**config.mk**
```make
export PLATFORM = sky130hd
export DESIGN_NAME = countdown_timer_bank_unit
export DESIGN_NICKNAME = d
export VERILOG_FILES = /design/src/rtl/ctb_pkg.sv /design/src/rtl/countdown_timer_bank_unit.sv /design/src/rtl/ctb_divider.sv
export SDC_FILE = /design/constraint.sdc
export NUM_CORES = 1
export LEC_CHECK = 0
export BUFFER_PORTS_ARGS = -buffer_cell sky130_fd_sc_hd__buf_4
export CORE_UTILIZATION = 40
export CTS_CLUSTER_DIAMETER = 50
export DETAILED_ROUTE_END_ITERATION = 12
export PLACE_DENSITY = 0.58
export SLEW_MARGIN = 20
export SYNTH_ARGS = -nofsm -noshare
export SYNTH_HDL_FRONTEND = slang
export SYNTH_SLANG_ARGS = --single-unit
```
**constraint.sdc**
```tcl
create_clock -name i_clk -period 4.55 [get_ports i_clk]
set_input_delay 0.2275 -clock i_clk [delete_from_list [all_inputs] [get_ports i_clk]]
set_output_delay 0.2275 -clock i_clk [all_outputs]
set_load 0.01 [all_outputs]
```
**src/rtl/ctb_pkg.sv**
```systemverilog
package ctb_pkg;

    localparam int SLOT_COUNT  = 16;
    localparam int COUNT_WIDTH = 24;

    localparam int SLOT_W     = (SLOT_COUNT > 1) ? $clog2(SLOT_COUNT) : 1;
    localparam int MASK_W     = 16;
    localparam int VIS_SLOTS  = (SLOT_COUNT < MASK_W) ? SLOT_COUNT : MASK_W;
    localparam int MODE_W     = 2;
    localparam int DELAY_W    = 24;
    localparam int ACK_W      = 4;
    localparam int OUT_SLOT_W = 4;
    localparam int MS_W       = 10;
    localparam int TPS_W      = 8;
    localparam int CFG_IDX_W  = 1;
    localparam int CFG_DATA_W = 10;
    localparam int DIV_CNT_W  = $clog2(DELAY_W);
    localparam int CALC_W     = (COUNT_WIDTH > DELAY_W) ? COUNT_WIDTH : DELAY_W;

    localparam logic [MS_W-1:0]   MS_RESET  = MS_W'(55);
    localparam logic [TPS_W-1:0]  TPS_RESET = TPS_W'(1);
    localparam logic [CALC_W-1:0] COUNT_MAX =
        CALC_W'((64'd1 << COUNT_WIDTH) - 64'd1);

    localparam logic [CFG_IDX_W-1:0] CFG_MS_PER_TICK      = 1'b0;
    localparam logic [CFG_IDX_W-1:0] CFG_TICKS_PER_SWITCH = 1'b1;

    typedef enum logic [MODE_W-1:0] {
        MODE_TICK    = 2'd0,
        MODE_REQUEST = 2'd1,
        MODE_ACK     = 2'd2,
        MODE_NONE    = 2'd3
    } t_mode;

    typedef enum logic [2:0] {
        S_IDLE,
        S_TICK_RD,
        S_TICK_WR,
        S_DIV,
        S_RESP
    } t_state;

    typedef logic [COUNT_WIDTH-1:0] t_count;

endpackage

```
**src/rtl/countdown_timer_bank_unit.sv**
```systemverilog
// Bank of countdown timers with one command port. An item is taken when start
// is high and busy is low; exactly one result follows, shown for one cycle
// with o_result_valid high, and it cannot be held off, so capture it on that
// cycle. A tick walks the slot memory one slot at a time, a read state and a
// write-back state per slot, then the result state. A request runs the serial
// divider, one quotient bit per cycle, then loads the first free slot (or is
// refused, or done at once if the count rounds to zero) and shows its result.
// An acknowledge or an unused mode shows its result in the cycle right after
// the transfer. busy stays high from the transfer of a command until its
// result cycle has passed. Configuration writes are always ready and take
// effect at once; write them only while busy is low.
module countdown_timer_bank_unit (
    input  logic                              i_clk,
    input  logic                              i_rst_n,
    // command channel
    input  logic                              start,
    output logic                              busy,
    input  logic [ctb_pkg::MODE_W-1:0]        i_mode,
    input  logic [ctb_pkg::DELAY_W-1:0]       i_delay_ms,
    input  logic [ctb_pkg::ACK_W-1:0]         i_ack_slot,
    // configuration channel
    input  logic                              i_cfg_valid,
    output logic                              o_cfg_ready,
    input  logic [ctb_pkg::CFG_IDX_W-1:0]     i_cfg_index,
    input  logic [ctb_pkg::CFG_DATA_W-1:0]    i_cfg_data,
    // result
    output logic                              o_result_valid,
    output logic                              o_granted,
    output logic [ctb_pkg::OUT_SLOT_W-1:0]    o_granted_slot,
    output logic                              o_refused,
    output logic                              o_done_at_once,
    output logic [ctb_pkg::MASK_W-1:0]        o_expired_now,
    output logic [ctb_pkg::MASK_W-1:0]        o_pending_done,
    output logic                              o_switch_due
);

    // control state
    ctb_pkg::t_state                    r_state, n_state;
    logic [ctb_pkg::SLOT_W-1:0]         r_idx, n_idx;
    logic [ctb_pkg::SLOT_COUNT-1:0]     r_busy, n_busy;   // count is nonzero
    logic [ctb_pkg::SLOT_COUNT-1:0]     r_done, n_done;   // done flag pending
    logic [ctb_pkg::TPS_W-1:0]          r_sw_cnt, n_sw_cnt;
    logic [ctb_pkg::MS_W-1:0]           r_ms, n_ms;
    logic [ctb_pkg::TPS_W-1:0]          r_tps, n_tps;

    // result fields
    logic                               r_granted, n_granted;
    logic [ctb_pkg::SLOT_W-1:0]         r_gslot, n_gslot;
    logic                               r_refused, n_refused;
    logic                               r_at_once, n_at_once;
    logic [ctb_pkg::MASK_W-1:0]         r_expired, n_expired;
    logic                               r_sw, n_sw;

    // slot count memory; only slots whose busy bit is set hold a live count
    ctb_pkg::t_count                    mem [ctb_pkg::SLOT_COUNT];
    ctb_pkg::t_count                    r_rd_data;
    logic                               w_mem_we;
    logic [ctb_pkg::SLOT_W-1:0]         w_mem_waddr;
    ctb_pkg::t_count                    w_mem_wdata;

    // divider
    logic                               w_div_start;
    logic                               w_div_done;
    logic [ctb_pkg::DELAY_W-1:0]        w_div_quo;
    logic [ctb_pkg::MS_W-1:0]           w_divisor;

    logic                               w_accept;
    logic [ctb_pkg::CALC_W-1:0]         w_q_ext;
    ctb_pkg::t_count                    w_count;
    logic                               w_free_found;
    logic [ctb_pkg::SLOT_W-1:0]         w_free_slot;
    ctb_pkg::t_count                    w_dec;
    logic [ctb_pkg::TPS_W:0]            w_sw_next;
    logic [ctb_pkg::TPS_W:0]            w_sw_limit;
    logic [ctb_pkg::MASK_W-1:0]         w_pending;

    assign busy        = (r_state != ctb_pkg::S_IDLE);
    assign w_accept    = start && !busy;
    assign o_cfg_ready = 1'b1;

    // ms_per_tick of zero divides by one
    assign w_divisor = (r_ms == '0) ? ctb_pkg::MS_W'(1) : r_ms;

    ctb_divider u_div (
        .i_clk      (i_clk),
        .i_rst_n    (i_rst_n),
        .i_start    (w_div_start),
        .i_dividend (i_delay_ms),
        .i_divisor  (w_divisor),
        .o_done     (w_div_done),
        .o_quotient (w_div_quo)
    );

    // saturate the quotient to the count width
    assign w_q_ext = ctb_pkg::CALC_W'(w_div_quo);
    assign w_count = (w_q_ext > ctb_pkg::COUNT_MAX) ? '1
                                                    : ctb_pkg::COUNT_WIDTH'(w_q_ext);

    // lowest free slot
    always_comb begin
        w_free_found = 1'b0;
        w_free_slot  = '0;
        for (int i = ctb_pkg::SLOT_COUNT - 1; i >= 0; i--) begin
            if (!r_busy[i]) begin
                w_free_found = 1'b1;
                w_free_slot  = ctb_pkg::SLOT_W'(i);
            end
        end
    end

    assign w_dec      = r_rd_data - ctb_pkg::COUNT_WIDTH'(1);
    assign w_sw_next  = {1'b0, r_sw_cnt} + (ctb_pkg::TPS_W + 1)'(1);
    // interval of zero means a full 256-tick wrap
    assign w_sw_limit = (r_tps == '0) ? (ctb_pkg::TPS_W + 1)'(1 << ctb_pkg::TPS_W)
                                      : {1'b0, r_tps};

    always_comb begin
        n_state     = r_state;
        n_idx       = r_idx;
        n_busy      = r_busy;
        n_done      = r_done;
        n_sw_cnt    = r_sw_cnt;
        n_ms        = r_ms;
        n_tps       = r_tps;
        n_granted   = r_granted;
        n_gslot     = r_gslot;
        n_refused   = r_refused;
        n_at_once   = r_at_once;
        n_expired   = r_expired;
        n_sw        = r_sw;
        w_div_start = 1'b0;
        w_mem_we    = 1'b0;
        w_mem_waddr = r_idx;
        w_mem_wdata = w_dec;

        if (i_cfg_valid) begin
            case (i_cfg_index)
                ctb_pkg::CFG_MS_PER_TICK:      n_ms  = ctb_pkg::MS_W'(i_cfg_data);
                ctb_pkg::CFG_TICKS_PER_SWITCH: n_tps = ctb_pkg::TPS_W'(i_cfg_data);
                default: ;
            endcase
        end

        case (r_state)
            ctb_pkg::S_IDLE: begin
                if (start) begin
                    n_granted = 1'b0;
                    n_gslot   = '0;
                    n_refused = 1'b0;
                    n_at_once = 1'b0;
                    n_expired = '0;
                    n_sw      = 1'b0;
                    case (ctb_pkg::t_mode'(i_mode))
                        ctb_pkg::MODE_TICK: begin
                            if (w_sw_next >= w_sw_limit) begin
                                n_sw     = 1'b1;
                                n_sw_cnt = '0;
                            end else begin
                                n_sw_cnt = ctb_pkg::TPS_W'(w_sw_next);
                            end
                            n_idx   = '0;
                            n_state = ctb_pkg::S_TICK_RD;
                        end
                        ctb_pkg::MODE_REQUEST: begin
                            w_div_start = 1'b1;
                            n_state     = ctb_pkg::S_DIV;
                        end
                        ctb_pkg::MODE_ACK: begin
                            // slots beyond the bank are ignored
                            for (int i = 0; i < ctb_pkg::SLOT_COUNT; i++) begin
                                if (32'(i_ack_slot) == i) n_done[i] = 1'b0;
                            end
                            n_state = ctb_pkg::S_RESP;
                        end
                        default: n_state = ctb_pkg::S_RESP;
                    endcase
                end
            end
            ctb_pkg::S_TICK_RD: begin
                n_state = ctb_pkg::S_TICK_WR;
            end
            ctb_pkg::S_TICK_WR: begin
                if (r_busy[r_idx]) begin
                    w_mem_we = 1'b1;
                    if (w_dec == '0) begin
                        n_busy[r_idx] = 1'b0;
                        n_done[r_idx] = 1'b1;
                        for (int i = 0; i < ctb_pkg::VIS_SLOTS; i++) begin
                            if (r_idx == ctb_pkg::SLOT_W'(i)) n_expired[i] = 1'b1;
                        end
                    end
                end
                if (r_idx == ctb_pkg::SLOT_W'(ctb_pkg::SLOT_COUNT - 1)) begin
                    n_state = ctb_pkg::S_RESP;
                end else begin
                    n_idx   = r_idx + ctb_pkg::SLOT_W'(1);
                    n_state = ctb_pkg::S_TICK_RD;
                end
            end
            ctb_pkg::S_DIV: begin
                if (w_div_done) begin
                    if (w_count == '0) begin
                        // rounds to zero: done at once, no slot used
                        n_at_once = 1'b1;
                    end else if (w_free_found) begin
                        w_mem_we             = 1'b1;
                        w_mem_waddr          = w_free_slot;
                        w_mem_wdata          = w_count;
                        n_busy[w_free_slot]  = 1'b1;
                        n_done[w_free_slot]  = 1'b0;   // stale flag goes away
                        n_granted            = 1'b1;
                        n_gslot              = w_free_slot;
                    end else begin
                        n_refused = 1'b1;
                    end
                    n_state = ctb_pkg::S_RESP;
                end
            end
            ctb_pkg::S_RESP: begin
                n_state = ctb_pkg::S_IDLE;
            end
            default: n_state = ctb_pkg::S_IDLE;
        endcase
    end

    always_ff @(posedge i_clk) begin
        if (!i_rst_n) begin
            r_state  <= ctb_pkg::S_IDLE;
            r_idx    <= '0;
            r_busy   <= '0;
            r_done   <= '0;
            r_sw_cnt <= '0;
            r_ms     <= ctb_pkg::MS_RESET;
            r_tps    <= ctb_pkg::TPS_RESET;
        end else begin
            r_state  <= n_state;
            r_idx    <= n_idx;
            r_busy   <= n_busy;
            r_done   <= n_done;
            r_sw_cnt <= n_sw_cnt;
            r_ms     <= n_ms;
            r_tps    <= n_tps;
        end
        r_granted <= n_granted;
        r_gslot   <= n_gslot;
        r_refused <= n_refused;
        r_at_once <= n_at_once;
        r_expired <= n_expired;
        r_sw      <= n_sw;
    end

    always_ff @(posedge i_clk) begin
        if (w_mem_we) mem[w_mem_waddr] <= w_mem_wdata;
        r_rd_data <= mem[r_idx];
    end

    always_comb begin
        w_pending = '0;
        for (int i = 0; i < ctb_pkg::VIS_SLOTS; i++) begin
            w_pending[i] = r_done[i];
        end
    end

    assign o_result_valid = (r_state == ctb_pkg::S_RESP);
    assign o_granted      = r_granted;
    assign o_granted_slot = ctb_pkg::OUT_SLOT_W'(r_gslot);
    assign o_refused      = r_refused;
    assign o_done_at_once = r_at_once;
    assign o_expired_now  = r_expired;
    assign o_pending_done = w_pending;
    assign o_switch_due   = r_sw;

    a_accept_goes_busy: assert property (@(posedge i_clk) disable iff (!i_rst_n)
        w_accept |=> busy)
        else $error("accepted command did not raise busy");

    a_result_then_idle: assert property (@(posedge i_clk) disable iff (!i_rst_n)
        o_result_valid |=> !busy)
        else $error("busy held after result cycle");

    a_outcome_exclusive: assert property (@(posedge i_clk) disable iff (!i_rst_n)
        o_result_valid |-> !(o_granted && o_refused) &&
                           !(o_done_at_once && (o_granted || o_refused)))
        else $error("request reported more than one outcome");

    a_expired_pending: assert property (@(posedge i_clk) disable iff (!i_rst_n)
        o_result_valid |-> ((o_expired_now & ~o_pending_done) == '0))
        else $error("expired slot without pending done flag");

    a_div_done_in_div: assert property (@(posedge i_clk) disable iff (!i_rst_n)
        w_div_done |-> (r_state == ctb_pkg::S_DIV))
        else $error("divider finished outside of a request");

endmodule

```
**src/rtl/ctb_divider.sv**
```systemverilog
// Restoring divider, one quotient bit per cycle.
module ctb_divider (
    input  logic                          i_clk,
    input  logic                          i_rst_n,
    input  logic                          i_start,
    input  logic [ctb_pkg::DELAY_W-1:0]   i_dividend,
    input  logic [ctb_pkg::MS_W-1:0]      i_divisor,
    output logic                          o_done,
    output logic [ctb_pkg::DELAY_W-1:0]   o_quotient
);

    logic                            r_run;
    logic                            r_done;
    logic [ctb_pkg::DIV_CNT_W-1:0]   r_cnt;
    logic [ctb_pkg::MS_W-1:0]        r_div;
    logic [ctb_pkg::MS_W-1:0]        r_rem;
    logic [ctb_pkg::DELAY_W-1:0]     r_quo;

    logic                            n_run;
    logic                            n_done;
    logic [ctb_pkg::DIV_CNT_W-1:0]   n_cnt;
    logic [ctb_pkg::MS_W-1:0]        n_div;
    logic [ctb_pkg::MS_W-1:0]        n_rem;
    logic [ctb_pkg::DELAY_W-1:0]     n_quo;

    logic [ctb_pkg::MS_W:0]          w_trial;
    logic                            w_fits;

    assign w_trial = {r_rem, r_quo[ctb_pkg::DELAY_W-1]};
    assign w_fits  = (w_trial >= {1'b0, r_div});

    always_comb begin
        n_run  = r_run;
        n_done = 1'b0;
        n_cnt  = r_cnt;
        n_div  = r_div;
        n_rem  = r_rem;
        n_quo  = r_quo;
        if (i_start) begin
            n_run = 1'b1;
            n_cnt = '0;
            n_div = i_divisor;
            n_rem = '0;
            n_quo = i_dividend;
        end else if (r_run) begin
            n_rem = w_fits ? ctb_pkg::MS_W'(w_trial - {1'b0, r_div})
                           : ctb_pkg::MS_W'(w_trial);
            n_quo = {r_quo[ctb_pkg::DELAY_W-2:0], w_fits};
            n_cnt = r_cnt + ctb_pkg::DIV_CNT_W'(1);
            if (r_cnt == ctb_pkg::DIV_CNT_W'(ctb_pkg::DELAY_W - 1)) begin
                n_run  = 1'b0;
                n_done = 1'b1;
            end
        end
    end

    always_ff @(posedge i_clk) begin
        if (!i_rst_n) begin
            r_run  <= 1'b0;
            r_done <= 1'b0;
        end else begin
            r_run  <= n_run;
            r_done <= n_done;
        end
        r_cnt <= n_cnt;
        r_div <= n_div;
        r_rem <= n_rem;
        r_quo <= n_quo;
    end

    assign o_done     = r_done;
    assign o_quotient = r_quo;

endmodule
```
-- Yosys cells after proc, flatten, opt, wreduce, memory -nomap -nowiden
Memories as Yosys holds them, arrays and structs flattened. A register that Yosys moved wholly into a read port is not among the register bits.
Cells that the tools add are included.
Widths: inputs -> output; s select.
- register bits after elaboration: 140
- bits in writable memories: 384
- input bits: 45
- output and inout bits: 43
- word-level logic and storage cells: 353
- memories kept: 1
- $add $sub $neg: 5
- order comparisons: 7
- equality and inequality tests: 80
- multiplexer cells: 143
- bitwise operators: 9
- reductions and logical operators: 59
- memory list (name ; words ; bits a word ; rd ports ; clocked after memory_dff ; wr ports ; line ; RTL):
    mem ; 16 ; 24 ; 1 ; 1 ; 1 ; countdown_timer_bank_unit.sv:55 ; ctb_pkg::t_count mem [ctb_pkg::SLOT_COUNT];
- operator list (cell ; number):
    $mux 16 ; 15
    $mux 24 ; 7
    $reduce_and 9->1 ; 16
    $mux 4 ; 27
    $reduce_and 5->1 ; 18
    $ne 2x2->1 const B ; 40
    $mux 1 ; 74
    $eq 4x4->1 const B ; 16
    $pmux 16 s2 ; 2
    $logic_not 24->1 ; 2
    $pmux 16 s3 ; 1
    $and 16x16->16 ; 2
    $eq 4x3->1 const B ; 8
    $not 16->16 ; 2
    $or 16x16->16 ; 2
    $gt 24x24->1 const B ; 1
    $sub 24x1->24 const B ; 1
    $eq 4x2->1 const B ; 4
    $pmux 4 s2 ; 2
    $pmux 3 s4 ; 1
    $ge 11x10->1 ; 1
    $logic_not 10->1 ; 1
    $lt 4x5->1 const B ; 2
    $mux 10 ; 1
    34 further kinds ; 57

-- Longest topological paths before layout
Gate-level depths: netlist of run 1.
- depth in word-level cells: 26
- mapped depth: 13
- gate-level depth less buffers: 12

-- Hierarchy
From an unflattened synthesis of run 1, not the netlist that was laid out.
- cell total of the unflattened synthesis: 1545
- area, all modules: 23301.1 um^2
- modules (own cells, without submodules) (module ; times used ; cells each ; area an instance (um^2) ; seq. area each (um^2)):
    countdown_timer_bank_unit ; 1 ; 1341 ; 20805.0 ; 14033.5
    ctb_divider ; 1 ; 204 ; 2496.1 ; 1361.3

-- Worst setup path before layout of run 1
OpenSTA, ideal clock, no wires.
- path kind: reg2reg
- start point: register r_state[0]
- end point: memory mem[12][0] (netlist bit) (enable)
- setup time: 0.405 ns
- arrival time: 3.115 ns
- required time: 4.145 ns
- path slack: 1.030 ns
- cell stages (with the launch flop): 11
- buffers on the path: 2
- clock period less this slack: 3.520 ns
- cells stage by stage: dfxtp_1 -> clkbuf_1 -> nand2_1 -> or2_2 -> clkbuf_1 -> inv_1 -> nand4_1 -> nand2_1 -> o21ai_0 -> or2_2 -> nor2_1
- longest elaborated chain between the ends: 4
- elaborated cells on any way between the ends: 6
- those cells by class: 2 x eq/ne; 4 x mux
- ends and longest elaborated chain (item ; line ; RTL):
    start: declaration ; countdown_timer_bank_unit.sv:38 ; ctb_pkg::t_state r_state, n_state;
    start signal: assignment ; countdown_timer_bank_unit.sv:228 ; r_state <= ctb_pkg::S_IDLE;
    start signal: assignment ; countdown_timer_bank_unit.sv:236 ; r_state <= n_state;
    $eq 3x2->1 ; countdown_timer_bank_unit.sv:144 ; case (r_state)
    $pmux 1 s2 ; countdown_timer_bank_unit.sv:144 ;
    $mux 1 ; countdown_timer_bank_unit.sv:253 ; if (w_mem_we) mem[w_mem_waddr] <= w_mem_wdata;
    $mux 1 (implied by the code) ; countdown_timer_bank_unit.sv:253 ;
    end: declaration ; countdown_timer_bank_unit.sv:55 ;
Parallel ways exist; a longest one is shown, timed or not.

-- Worst setup path after layout of run 1
- start point: register r_rd_data[0], read port of mem
- end point: register r_busy[3] (netlist bit)
- longest elaborated chain between the ends: 4
- ends and longest elaborated chain (item ; line ; RTL):
    start: declaration ; countdown_timer_bank_unit.sv:56 ; ctb_pkg::t_count r_rd_data;
    $sub 24x1->24 ; countdown_timer_bank_unit.sv:111 ; assign w_dec = r_rd_data - ctb_pkg::COUNT_WIDTH'(1);
    $logic_not 24->1 ; countdown_timer_bank_unit.sv:185 ; if (w_dec == '0) begin
    $ne 2x2->1 (no line) ; -- ;
    $reduce_and 6->1 (no line) ; -- ;
    end signal: assignment ; countdown_timer_bank_unit.sv:238 ; r_busy <= n_busy;
    end: declaration ; countdown_timer_bank_unit.sv:40 ; logic [ctb_pkg::SLOT_COUNT-1:0] r_busy, n_busy;
No other way between the ends.
A chain may end at the register's enable or synchronous reset.

==> metrics.md, run 1 <==
| Metric | Value |
|---|---|
| Vias/cell | `5.62` |
| Worst hold slack | `0.148 ns` |
| Outcome | `finished, final reports clean` |
| Average routed wire per standard cell | `23.1 um` |
| Total iterations of the first detailed-routing run | `5` |
| CTS resizes | `0` |
| Floorplan row count | `88` |
| Final design instance area without fill | `27800 um2` |
| Antenna diodes | `0` |
| Synthesized-area fraction occupied by xor and xnor cells | `1.30%` |
| Starting utilization of the core area | `40.6%` |
| Clock-pin slew of the registers on the worst-case setup and hold paths | `0.05 ns` |
| Master cell of the clock root buffer | `sky130_fd_sc_hd__clkbuf_16` |
| Synth async-reset ratio | `0%` |
| Met3 WL post-DR | `4060 um` |
| Num CTS Buffers | `66` |
| Basic-gate share of the synthesized area counting and, or, nand and nor cells | `9.96%` |
| Worst setup SP type | `flop` |
| Vias | `14500` |
| Peak VDD IR | `0.227 mV` |
| Clock latency on the worst-skew pair | `0.59 ns` |
| Maximum fanout encountered on the critical timing path | `25` |
| Routability congestion estimate from global placement | `0.911` |
| DRC | `0` |
| Fillers | `4989` |
| Power density over the cells | `427 nW/um2` |
| Antenna viol nets, final | `0` |
| Total count of max-transition violations in the final report | `0` |
| Combinational family with the most area after synthesis | `multiplexers` |
| Chip Width | `245 um` |
| Number of I/O pins | `88` |
| Mean cell area of the mapped netlist | `14.4 um2` |
| Number of violations reported at the end of detailed-routing iteration 0 | `1325` |
| Termination of the worst setup path | `r_busy[3]` |
| Syn_nets | `1707` |
| Worst setup startpoint | `r_rd_data[0]` |
| Amount of wire on met2 after detailed routing | `28100 um` |
| Count of hold buffers inserted by post-cts repair | `39` |
| Setup repair bufs after CTS | `0` |
| # port buffers | `86` |
| DIE HEIGHT | `245 um` |
| Leakage power summed over all cells | `9.25 nW` |
| Vias in the first global route | `14700` |
| Setup repair after global routing missed its margin | `no` |
| Portion of the clock cycle consumed by the worst path in the final layout | `83.8%` |
| Uppermost signal routing layer after detailed routing | `met4` |
| Required time at the endpoint of the critical path | `5.02 ns` |
| Worst setup path category | `flop to flop` |
| Die Outline Area | `59800 um2` |
| Post-DP Area | `25300 um2` |
| Path type of the worst min-delay path | `input pin to flop` |
| Count of flip-flops with a built-in enable after synthesis | `442` |
| Congestion Overflow GR | `0` |
| Sequential fraction of the synthesis area | `65.4%` |
| Fraction of layout cells with a size suffix above 1 | `22.2%` |
| Measured slew at the worst slew-check pin | `1.05 ns` |
| Final instance count without filler cells | `2588` |
| Most frequent standard cell in the layout excluding fill and tap cells | `sky130_fd_sc_hd__edfxtp_1` |
| Compound-cell area share of the yosys netlist | `6.88%` |
| Critical register-to-register path startpoint | `r_rd_data[0]` |
| Area of the core region | `57900 um2` |
| Number of H-tree branching levels | `3` |
| Overall power consumption | `11.9 mW` |
| Final TNS setup | `0 ns` |
| Met1 wire length | `26400 um` |
| Cell area after synthesis | `23500 um2` |
| Sinks on the clock net | `548` |
| Largest clock skew in the final design | `0.0281 ns` |
| Share of cell area taken by muxes after synthesis | `12.6%` |
| Synth Instances | `1634` |
| Reg2Reg Capture Point | `r_busy[3]` |
| Global-route total usage across every layer | `20.4%` |
| WL final | `59800 um` |
| TritonCTS clock tree | `yes` |
| Headroom to the max-slew limit | `30.3%` |
| Warning count from the yosys run | `0` |
| Maximum count of clock buffers along a single path | `3` |
| Max-cap viol count | `0` |
| Number of antenna violations at the first check in global routing | `2` |
| Nets@finish | `1846` |
| Post-Place Cells | `2431` |
| Final period demand of the worst path | `3.81 ns` |
| Maximum number of pins on one net before global-route repair | `88` |
| Register-to-Register Path Depth | `10` |
| Number of synthesized register bits | `548` |
| DPL Wire Length | `37000 um` |
| Dominant register cell in the synthesized netlist | `sky130_fd_sc_hd__edfxtp_1` |
| Type of element capturing the critical path | `flop` |
| Number of hold-slack violations in the final timing report | `0` |
| Adder-cell share of the synthesized area | `1.52%` |
| Post-synthesis to final-layout area growth | `18.3%` |
| Most frequent cells in the layout | `sky130_fd_sc_hd__edfxtp_1, sky130_fd_sc_hd__nand2_1, sky130_fd_sc_hd__mux4_2, sky130_fd_sc_hd__buf_4, sky130_fd_sc_hd__dfxtp_1` |
| Critical path data arrival time | `4.28 ns` |
| Register-to-register setup slack | `0.74 ns` |
| Maximum operating frequency | `262 MHz` |
| Number of setup violations in the final report | `0` |
| Global-route wire length before repair | `91300 um` |
| Count of different cell masters after synthesis | `71` |
## flip-flops by register name (all words and copies together), names as in the netlist
signal / flops
u_div.r_rem: 10
o_expired_now: 16
r_state: 3
u_div.o_quotient: 24
r_idx: 4
u_div.r_div: 10
mem: 384
u_div.o_done: 1
o_granted_slot: 4
o_granted: 1
o_done_at_once: 1
r_busy: 16
r_tps: 8
u_div.r_run: 1
r_ms: 10
o_pending_done: 16
o_refused: 1
u_div.r_cnt: 5
r_rd_data: 24
r_sw_cnt: 8
o_switch_due: 1
## critical path, stage by stage, from the launching register on
cell                       delay [ns]
sky130_fd_sc_hd__dfxtp_1         0.39
sky130_fd_sc_hd__inv_1           0.09
sky130_fd_sc_hd__ha_1            0.29
sky130_fd_sc_hd__nor4b_4         0.51
sky130_fd_sc_hd__nand4_2         0.31
sky130_fd_sc_hd__xor2_1          0.25
sky130_fd_sc_hd__o211ai_1        0.13
sky130_fd_sc_hd__or4_1           0.52
sky130_fd_sc_hd__or3_1           0.74
sky130_fd_sc_hd__o21ai_0         0.34
sky130_fd_sc_hd__a21boi_0        0.11
## cells by family (layout without fill, tap and decap cells)
kind of cell    after synthesis  count (layout)
simple gates                491             491
buf+inv                     136             325
compound gates              255             255
flops                       548             548
fa+ha+maj                    28              28
mux                         140             140
other cells                   1               1
xor+xnor                     35              35
## where the power goes
| group | internal [mW] | switching [mW] |
|---|---|---|
| registers | 5.55 | 0.127 |
| logic | 0.459 | 0.587 |
| clock network | 3.12 | 2.04 |
## synthesized netlist by cell type (6+ instances only)
cell type                    n  share of area (%)
sky130_fd_sc_hd__ha_1       27                1.4
sky130_fd_sc_hd__o221ai_1    8               0.30
sky130_fd_sc_hd__or2_2       7               0.19
sky130_fd_sc_hd__nor2b_1    17               0.45
sky130_fd_sc_hd__buf_1      13               0.21
sky130_fd_sc_hd__and3_1      6               0.16
sky130_fd_sc_hd__o21ai_1    10               0.21
sky130_fd_sc_hd__nor2_1    114                1.8
sky130_fd_sc_hd__inv_1      38               0.61
sky130_fd_sc_hd__nor4_1     15               0.40
sky130_fd_sc_hd__mux2i_1    16               0.68
sky130_fd_sc_hd__a21oi_1    67                1.4
sky130_fd_sc_hd__dfxtp_1   106                9.0
sky130_fd_sc_hd__nand3b_1    6               0.19
sky130_fd_sc_hd__o21a_1      8               0.26
sky130_fd_sc_hd__nand2_1   196                3.1
sky130_fd_sc_hd__o21ai_0    63                1.3
sky130_fd_sc_hd__o31ai_1    10               0.32
sky130_fd_sc_hd__xor2_1     14               0.52
sky130_fd_sc_hd__nand2b_1   17               0.45
sky130_fd_sc_hd__mux4_2    124                 12
sky130_fd_sc_hd__a31oi_1    11               0.29
sky130_fd_sc_hd__clkbuf_1   72                1.1
sky130_fd_sc_hd__a21boi_1    7               0.22
sky130_fd_sc_hd__nand3_1    37               0.79
sky130_fd_sc_hd__xnor2_1    21               0.78
sky130_fd_sc_hd__nand4_1    17               0.45
sky130_fd_sc_hd__edfxtp_1  442                 56
sky130_fd_sc_hd__buf_2       8               0.17
sky130_fd_sc_hd__a21boi_0   25               0.80
sky130_fd_sc_hd__nor3_1     23               0.49
sky130_fd_sc_hd__a21o_1      8               0.26
## worst min path at each step
stage	startpoint	end	slack, ns	cells after the start
after floorplan	i_cfg_data[0]	r_ms[0]	0.35	2
after global placement	r_ms[3]	u_div.r_div[3]	0.45	0
after detailed placement	r_ms[6]	u_div.r_div[6]	0.44	0
after CTS	i_ack_slot[2]	o_pending_done[1]	0.12	4
after global routing	i_ack_slot[2]	o_pending_done[1]	0.17	4
final	i_ack_slot[2]	o_pending_done[1]	0.15	4
## metal layers
metal	vias to the layer above	GRT usage (%)
met5	-	0
met4	0	6.12
met3	94	3.76
met2	534	32.6
met1	7363	28.4
li1	6543	-
## cell type report
| type | count | area (um2) | share of cell area, % |
|---|---|---|---|
| timing repair buffer | 168 | 1430 | 5.15 |
| inverter | 39 | 146 | 0.526 |
| multi-input combinational | 950 | 7740 | 27.8 |
| sequential | 548 | 15400 | 55.3 |
| clock inverter | 26 | 319 | 1.15 |
| clock buffer | 92 | 1830 | 6.58 |
| tap | 765 | 957 | 3.44 |
## through the flow
| step | util (%) | setup slack, ns |
|---|---|---|
| floorplan | - | 1.03 |
| global placement | 43.6 | 0.936 |
| detailed placement | 43.6 | 0.843 |
| CTS | 48.0 | 0.820 |
| global route | 48.1 | 0.442 |
| finish | 48.1 | 0.737 |
No activity file was read; power rests on OpenSTA's default activity.
==> run 2, diff against run 1 <==
PLACE_DENSITY = 0.6   (was 0.58)
clock period = 3.11 ns   (was 4.55 ns; I/O delays follow)
==> run 2 against run 1 <==
  * Clock power is 34% higher
  * Worst setup slack worse by 0.66 ns
  * First-iteration DRC count is 4.5% higher
  * Combinational power is 54% higher
  * Final cell count is 2.6% higher
  * Largest power group unchanged
  * Maximum frequency is 26% higher
  * Power is 41% higher
  * Sequential power is 46% higher
  * Non-clock buffer count is 75 higher
  * Clock-buffer cell count is 17 lower
  * Critical endpoint is now mem[13][1]
  * Wire length is 0.76% lower
==> metrics.md, run 2 (synthesis results as in run 1) <==
| Metric | Value |
|---|---|
| Peak VDD IR | `0.413 mV (was 0.227 mV)` |
| Total count of max-transition violations in the final report | `0 (unchanged)` |
| Family with the most delay on the worst path | `simple AND/OR/NAND/NOR gates (unchanged)` |
| Origin of the worst min-delay path | `i_ack_slot[2] (unchanged)` |
| Worst setup startpoint | `u_div.o_quotient[8] (was r_rd_data[0])` |
| Fraction of layout cells with a size suffix above 1 | `25.5% (was 22.2%)` |
| Critical path data arrival time | `3.33 ns (was 4.28 ns)` |
| Floorplan row count | `88 (unchanged)` |
| Global-route wire length before repair | `90300 um (was 91300 um)` |
| Master cell of the clock root buffer | `sky130_fd_sc_hd__clkbuf_16 (unchanged)` |
| Headroom to the max-slew limit | `30.9% (was 30.3%)` |
| Number of antenna violations at the first check in global routing | `0 (was 2)` |
| Leakage power summed over all cells | `9.61 nW (was 9.25 nW)` |
| Number of flip-flops in the largest register | `384 (unchanged)` |
| Total iterations of the first detailed-routing run | `6 (was 5)` |
| Antenna diodes | `0 (unchanged)` |
| Vias | `14800 (was 14500)` |
| CP max stage cell | `sky130_fd_sc_hd__edfxtp_1 (was sky130_fd_sc_hd__or3_1)` |
| Global-route total usage across every layer | `20.2% (was 20.4%)` |
| Power density over the cells | `590 nW/um2 (was 427 nW/um2)` |
| Starting utilization of the core area | `40.6% (unchanged)` |
| Area of the core region | `57900 um2 (unchanged)` |
| Post-synthesis to final-layout area growth | `21.0% (was 18.3%)` |
| Number of setup violations in the final report | `0 (unchanged)` |
| Number of H-tree branching levels | `2 (was 3)` |
| Nets@finish | `1914 (was 1846)` |
| Maximum operating frequency | `330 MHz (was 262 MHz)` |
| Required time at the endpoint of the critical path | `3.41 ns (was 5.02 ns)` |
| Portion of the clock cycle consumed by the worst path in the final layout | `97.4% (was 83.8%)` |
| DIE HEIGHT | `245 um (unchanged)` |
| Crit-path cells | `nor4_1, buf_4, and4_1, nand3_1, nand4_1, buf_12, buf_4, o21ai_0, nand2_1, nor2_4, buf_12 (was inv_1, ha_1, nor4b_4, nand4_2, xor2_1, o211ai_1, or4_1, or3_1, o21ai_0, a21boi_0)` |
| Maximum count of clock buffers along a single path | `3 (unchanged)` |
| Outcome | `finished, final reports clean (unchanged)` |
| Routability congestion estimate from global placement | `0.923 (was 0.911)` |
| WL final | `59300 um (was 59800 um)` |
| Worst setup SP type | `flop (unchanged)` |
| # port buffers | `86 (unchanged)` |
| Maximum number of pins on one net before global-route repair | `103 (was 88)` |
| Num CTS Buffers | `59 (was 66)` |
| Worst path bufs/invs | `4 (was 1)` |
| Path type of the worst min-delay path | `input pin to flop (unchanged)` |
| Antenna viol nets, final | `0 (unchanged)` |
| Chip Width | `245 um (unchanged)` |
| Largest register by flop count | `mem (unchanged)` |
| Average routed wire per standard cell | `22.3 um (was 23.1 um)` |
| Final period demand of the worst path | `3.03 ns (was 3.81 ns)` |
| Die Outline Area | `59800 um2 (unchanged)` |
| TritonCTS clock tree | `yes (unchanged)` |
| Post-DP Area | `26000 um2 (was 25300 um2)` |
| Largest clock skew in the final design | `0.0197 ns (was 0.0281 ns)` |
| Worst setup path category | `flop to flop (unchanged)` |
| Maximum fanout encountered on the critical timing path | `18 (was 25)` |
| Setup repair after global routing missed its margin | `yes (was no)` |
| Type of element capturing the critical path | `flop (unchanged)` |
| Util after Layout | `49.1% (was 48.1%)` |
| Most frequent standard cell in the layout excluding fill and tap cells | `sky130_fd_sc_hd__edfxtp_1 (unchanged)` |
| DPL Wire Length | `37300 um (was 37000 um)` |
| Final design instance area without fill | `28500 um2 (was 27800 um2)` |
| DRC | `0 (unchanged)` |
| Number of I/O pins | `88 (unchanged)` |
| Sinks on the clock net | `548 (unchanged)` |
| Critical register-to-register path startpoint | `u_div.o_quotient[8] (was r_rd_data[0])` |
| Number of violations reported at the end of detailed-routing iteration 0 | `1384 (was 1325)` |
| Measured slew at the worst slew-check pin | `1.04 ns (was 1.05 ns)` |
| Vias/cell | `5.57 (was 5.62)` |
| Critical path's largest stage delay | `0.38 ns (was 0.74 ns)` |
| Max-cap viol count | `0 (unchanged)` |
| Final instance count without filler cells | `2656 (was 2588)` |
| Vias in the first global route | `14600 (was 14700)` |
| Congestion Overflow GR | `0 (unchanged)` |
| Post-Place Cells | `2503 (was 2431)` |
| Clock-pin slew of the registers on the worst-case setup and hold paths | `0.06 ns (was 0.05 ns)` |
| Number of hold-slack violations in the final timing report | `0 (unchanged)` |
| Most frequent cells in the layout | `sky130_fd_sc_hd__edfxtp_1, sky130_fd_sc_hd__nand2_1, sky130_fd_sc_hd__buf_4, sky130_fd_sc_hd__mux4_2, sky130_fd_sc_hd__dfxtp_1 (was sky130_fd_sc_hd__edfxtp_1, sky130_fd_sc_hd__nand2_1, sky130_fd_sc_hd__mux4_2, sky130_fd_sc_hd__buf_4, sky130_fd_sc_hd__dfxtp_1)` |
| Clock latency on the worst-skew pair | `0.62 ns (was 0.59 ns)` |
==> run 2: cell count changes in the layout (fill, tap and decap cells not counted), moves of 4 or more <==
cell and change:
sky130_fd_sc_hd__o21ai_0 -4, sky130_fd_sc_hd__o21ai_1 +4, sky130_fd_sc_hd__clkbuf_1 -10, sky130_fd_sc_hd__buf_4 +54, sky130_fd_sc_hd__a21oi_1 +10, sky130_fd_sc_hd__buf_12 +20
sky130_fd_sc_hd__clkinv_2 +15, sky130_fd_sc_hd__a21oi_2 -10, sky130_fd_sc_hd__clkbuf_16 -6
==> run 2: power breakdown <==
part / switching, mW / total [mW] / internal, mW
Sequential: 0.145 / 8.25 / 8.11
Clock: 2.93 / 6.92 / 3.99
Combinational: 0.910 / 1.62 / 0.713
==> run 2: routing by layer <==
metal  share of wire (%)  global-route usage [%]  vias to the layer above
met5                   0                       0                        -
met4                 2.4                    5.44                        0
met3                 6.5                    2.92                      103
met2                  47                    32.0                      543
met1                  44                    29.0                     7479
li1                    -                       -                     6680
==> run 2: final timing paths <==
check	endpoint	slack [ns]	depth (start not counted)
worst max-delay path	mem[13][1]	0.08	11
worst min-delay path	o_pending_done[1]	0.07	4
worst min register to register	u_div.r_div[5]	0.47	0
worst max register to register	mem[13][1]	0.08	11
==> run 2: timing repair <==
action	4_1_cts	5_1_grt
endpoints found under the hold margin	49	0
hold buffers	40	0
endpoints found under the setup margin	0	359
setup buffers	0	2
gates resized for setup	0	17
==> run 2: area by class of cell <==
| cell class | instances | area [um2] |
|---|---|---|
| Timing Repair Buffer | 243 | 2250 |
| Sequential cell | 548 | 15400 |
| Clock inverter | 36 | 319 |
| Inverter | 39 | 146 |
| Clock buffer | 75 | 1630 |
| Tap cell | 765 | 957 |
| Fill cell | 4974 | 29500 |
| Multi-Input combinational cell | 950 | 7750 |
==> run 2: metrics by stage <==
| stage | total power, mW | setup TNS [ns] | setup slack [ns] | hold slack (ns) |
|---|---|---|---|---|
| floorplan | 9.47 | -47.62 | -0.369 | 0.279 |
| finish | 16.8 | 0 | 0.0797 | 0.0675 |
| global placement | 9.94 | 0 | 0.129 | 0.385 |
| detailed placement | 9.98 | 0 | 0.0498 | 0.388 |
| CTS | 16.9 | 0 | 0.0217 | 0.0370 |
| global route | 17.4 | -6.84 | -0.0857 | 0.0561 |
==> run 2: worst reg2reg max path: cells and delay by family (launching register included) <==
kind,cells,cell delay (ns)
simple gates,6,1.21
buf+inv,4,0.77
flops,1,0.38
compound gates,1,0.34
==> run 3, diff against run 2 <==
CELL_PAD_IN_SITES_DETAIL_PLACEMENT = 0   (was not set)
CELL_PAD_IN_SITES_GLOBAL_PLACEMENT = 1   (was not set)
PLACE_DENSITY = 0.68   (was 0.6)
==> run 3 against run 2 <==
  * Sequential cell count did not move
  * Register-to-register slack improved by 0.02 ns
  * Power rose by 5.1%
  * Combinational power barely moved
  * Design area rose by 0.69%
  * Final cell count rose by 0.41%
  * Sequential share of layout area fell by 0.37 points
  * Largest cell class unchanged
==> metrics.md, run 3 (synthesis results as in run 1) <==
| Metric | Value |
|---|---|
| Outcome | `finished, final reports clean (unchanged)` |
| Total iterations of the first detailed-routing run | `6 (unchanged)` |
| Largest clock skew in the final design | `0.0310 ns (was 0.0197 ns)` |
| Maximum number of pins on one net before global-route repair | `100 (was 103)` |
| Final TNS setup | `0 ns (unchanged)` |
| Global-route total usage across every layer | `20.2% (about the same)` |
| Vias in the first global route | `14600 (about the same)` |
| Peak VDD IR | `0.545 mV (was 0.413 mV)` |
| CP max stage cell | `sky130_fd_sc_hd__or4_1 (was sky130_fd_sc_hd__edfxtp_1)` |
| Headroom to the max-slew limit | `30.0% (was 30.9%)` |
| Average routed wire per standard cell | `22.3 um (about the same)` |
| Total count of max-transition violations in the final report | `0 (unchanged)` |
| Measured slew at the worst slew-check pin | `1.05 ns (was 1.04 ns)` |
| Number of I/O pins | `88 (unchanged)` |
| Vias | `14700 (was 14800)` |
| Type of element capturing the critical path | `flop (unchanged)` |
| Setup slack after layout | `0.0990 ns (was 0.0797 ns)` |
| Global-route wire length before repair | `90600 um (was 90300 um)` |
| Fraction of layout cells with a size suffix above 1 | `25.6% (was 25.5%)` |
| Starting utilization of the core area | `40.6% (unchanged)` |
| Nets@finish | `1921 (was 1914)` |
| Number of H-tree branching levels | `3 (was 2)` |
| WL final | `59400 um (was 59300 um)` |
| Number of hold-slack violations in the final timing report | `0 (unchanged)` |
| Chip Width | `245 um (unchanged)` |
| DIE HEIGHT | `245 um (unchanged)` |
| Number of violations reported at the end of detailed-routing iteration 0 | `1106 (was 1384)` |
| Final period demand of the worst path | `3.01 ns (was 3.03 ns)` |
| Number of flip-flops in the largest register | `384 (unchanged)` |
| Family with the most delay on the worst path | `simple AND/OR/NAND/NOR gates (unchanged)` |
| Required time at the endpoint of the critical path | `3.58 ns (was 3.41 ns)` |
| Most frequent cells in the layout | `sky130_fd_sc_hd__edfxtp_1, sky130_fd_sc_hd__nand2_1, sky130_fd_sc_hd__buf_4, sky130_fd_sc_hd__mux4_2, sky130_fd_sc_hd__dfxtp_1 (unchanged)` |
| Largest register by flop count | `mem (unchanged)` |
| DPL Wire Length | `37700 um (was 37300 um)` |
| Maximum count of clock buffers along a single path | `3 (unchanged)` |
| TritonCTS clock tree | `yes (unchanged)` |
| Post-DP Area | `25900 um2 (was 26000 um2)` |
| Maximum operating frequency | `332 MHz (was 330 MHz)` |
| Num CTS Buffers | `67 (was 59)` |
| Leakage power summed over all cells | `9.70 nW (was 9.61 nW)` |
| Antenna diodes | `0 (unchanged)` |
| Clock-pin slew of the registers on the worst-case setup and hold paths | `0.06 ns (about the same)` |
| Clock latency on the worst-skew pair | `0.60 ns (was 0.62 ns)` |
| Floorplan row count | `88 (unchanged)` |
| Final design instance area without fill | `28700 um2 (was 28500 um2)` |
| Worst setup path category | `flop to flop (unchanged)` |
| Overall power consumption | `17.7 mW (was 16.8 mW)` |
| # port buffers | `86 (unchanged)` |
| Worst path bufs/invs | `2 (was 4)` |
| Number of antenna violations at the first check in global routing | `0 (unchanged)` |
| Antenna viol nets, final | `0 (unchanged)` |
| Sinks on the clock net | `548 (unchanged)` |
| Die Outline Area | `59800 um2 (unchanged)` |
| Crit-path cells | `buf_4, nor4_4, nand3_2, o32a_1, a2bb2oi_1, or4_1, or3_1, buf_12, o21ai_0, a21boi_0 (was nor4_1, buf_4, and4_1, nand3_1, nand4_1, buf_12, buf_4, o21ai_0, nand2_1, nor2_4, buf_12)` |
| Power density over the cells | `616 nW/um2 (was 590 nW/um2)` |
| Fillers | `4874 (was 4974)` |
| Worst setup SP type | `flop (unchanged)` |
| Max-cap viol count | `0 (unchanged)` |
| Routability congestion estimate from global placement | `0.904 (was 0.923)` |
| Maximum fanout encountered on the critical timing path | `25 (was 18)` |
| Path type of the worst min-delay path | `input pin to flop (unchanged)` |
| Most frequent standard cell in the layout excluding fill and tap cells | `sky130_fd_sc_hd__edfxtp_1 (unchanged)` |
| Critical path data arrival time | `3.48 ns (was 3.33 ns)` |
| Vias/cell | `5.50 (was 5.57)` |
| Number of setup violations in the final report | `0 (unchanged)` |
| Congestion Overflow GR | `0 (unchanged)` |
| Area of the core region | `57900 um2 (unchanged)` |
| Portion of the clock cycle consumed by the worst path in the final layout | `96.8% (was 97.4%)` |
| Post-synthesis to final-layout area growth | `21.8% (was 21.0%)` |
| DRC | `0 (unchanged)` |
| Master cell of the clock root buffer | `sky130_fd_sc_hd__clkbuf_16 (unchanged)` |
| Critical path's largest stage delay | `0.52 ns (was 0.38 ns)` |
| Worst setup slack after placement | `0.0669 ns (was 0.0498 ns)` |
==> run 3: final cells by class <==
cell class	count	area [um2]	area share (%)
timing repair buffer	242	2190	7.65
clock inverter	40	447	1.56
tap	765	957	3.34
clock buffer	83	1790	6.24
sequential	548	15400	53.8
multi-input combinational	950	7710	26.9
inverter	39	146	0.511
==> run 3: worst reg2reg max path, delay by kind of cell, from the launching register on <==
kind / cells / cell delay (ns)
buffers and inverters: 2 / 0.34
AO/OA/AOI/OAI: 4 / 0.79
flip-flops: 1 / 0.33
AND/OR/NAND/NOR: 4 / 1.43
==> run 3: routing by layer <==
layer  global-route usage, %  vias to the layer above  wire length (um)
li1                        -                     6705                 -
met1                    28.6                     7435             26900
met2                    32.6                      454             28200
met3                    2.99                       77              3200
met4                    5.46                        0              1080
met5                       0                        -                 0
==> run 3: power breakdown <==
| group | total, mW | switching, mW | internal (mW) |
|---|---|---|---|
| sequential | 8.26 | 0.144 | 8.11 |
| combinational | 1.64 | 0.909 | 0.729 |
| clock | 7.77 | 3.11 | 4.66 |
| total | 17.7 | 4.16 | 13.5 |
==> run 3: what timing repair did <==
item,in CTS,in global routing
hold buffers,40,0
endpoints found under the hold margin,45,0
endpoints found under the setup margin,0,47
gates resized for setup,0,17
setup buffers,0,5
==> run 3: path summary, 6_finish.rpt <==
check	endpoint	slack, ns	depth (start not counted)	startpoint
worst min register to register	u_div.r_div[5]	0.46	0	r_ms[5]
worst max-delay path	r_busy[3]	0.1	10	r_rd_data[0]
worst min-delay path	o_switch_due	0.04	3	start
worst max register to register	r_busy[3]	0.1	10	r_rd_data[0]
==> run 3: metrics by stage <==
stage | cells | utilization (%) | hold WS (ns)
after floorplan | 1634 | - | 0.279
after global placement | 2499 | 44.7 | 0.411
after detailed placement | 2499 | 44.7 | 0.414
after CTS | 2662 | 49.3 | 0.0113
after global routing | 2667 | 49.5 | 0.0652
final | 2667 | 49.5 | 0.0416
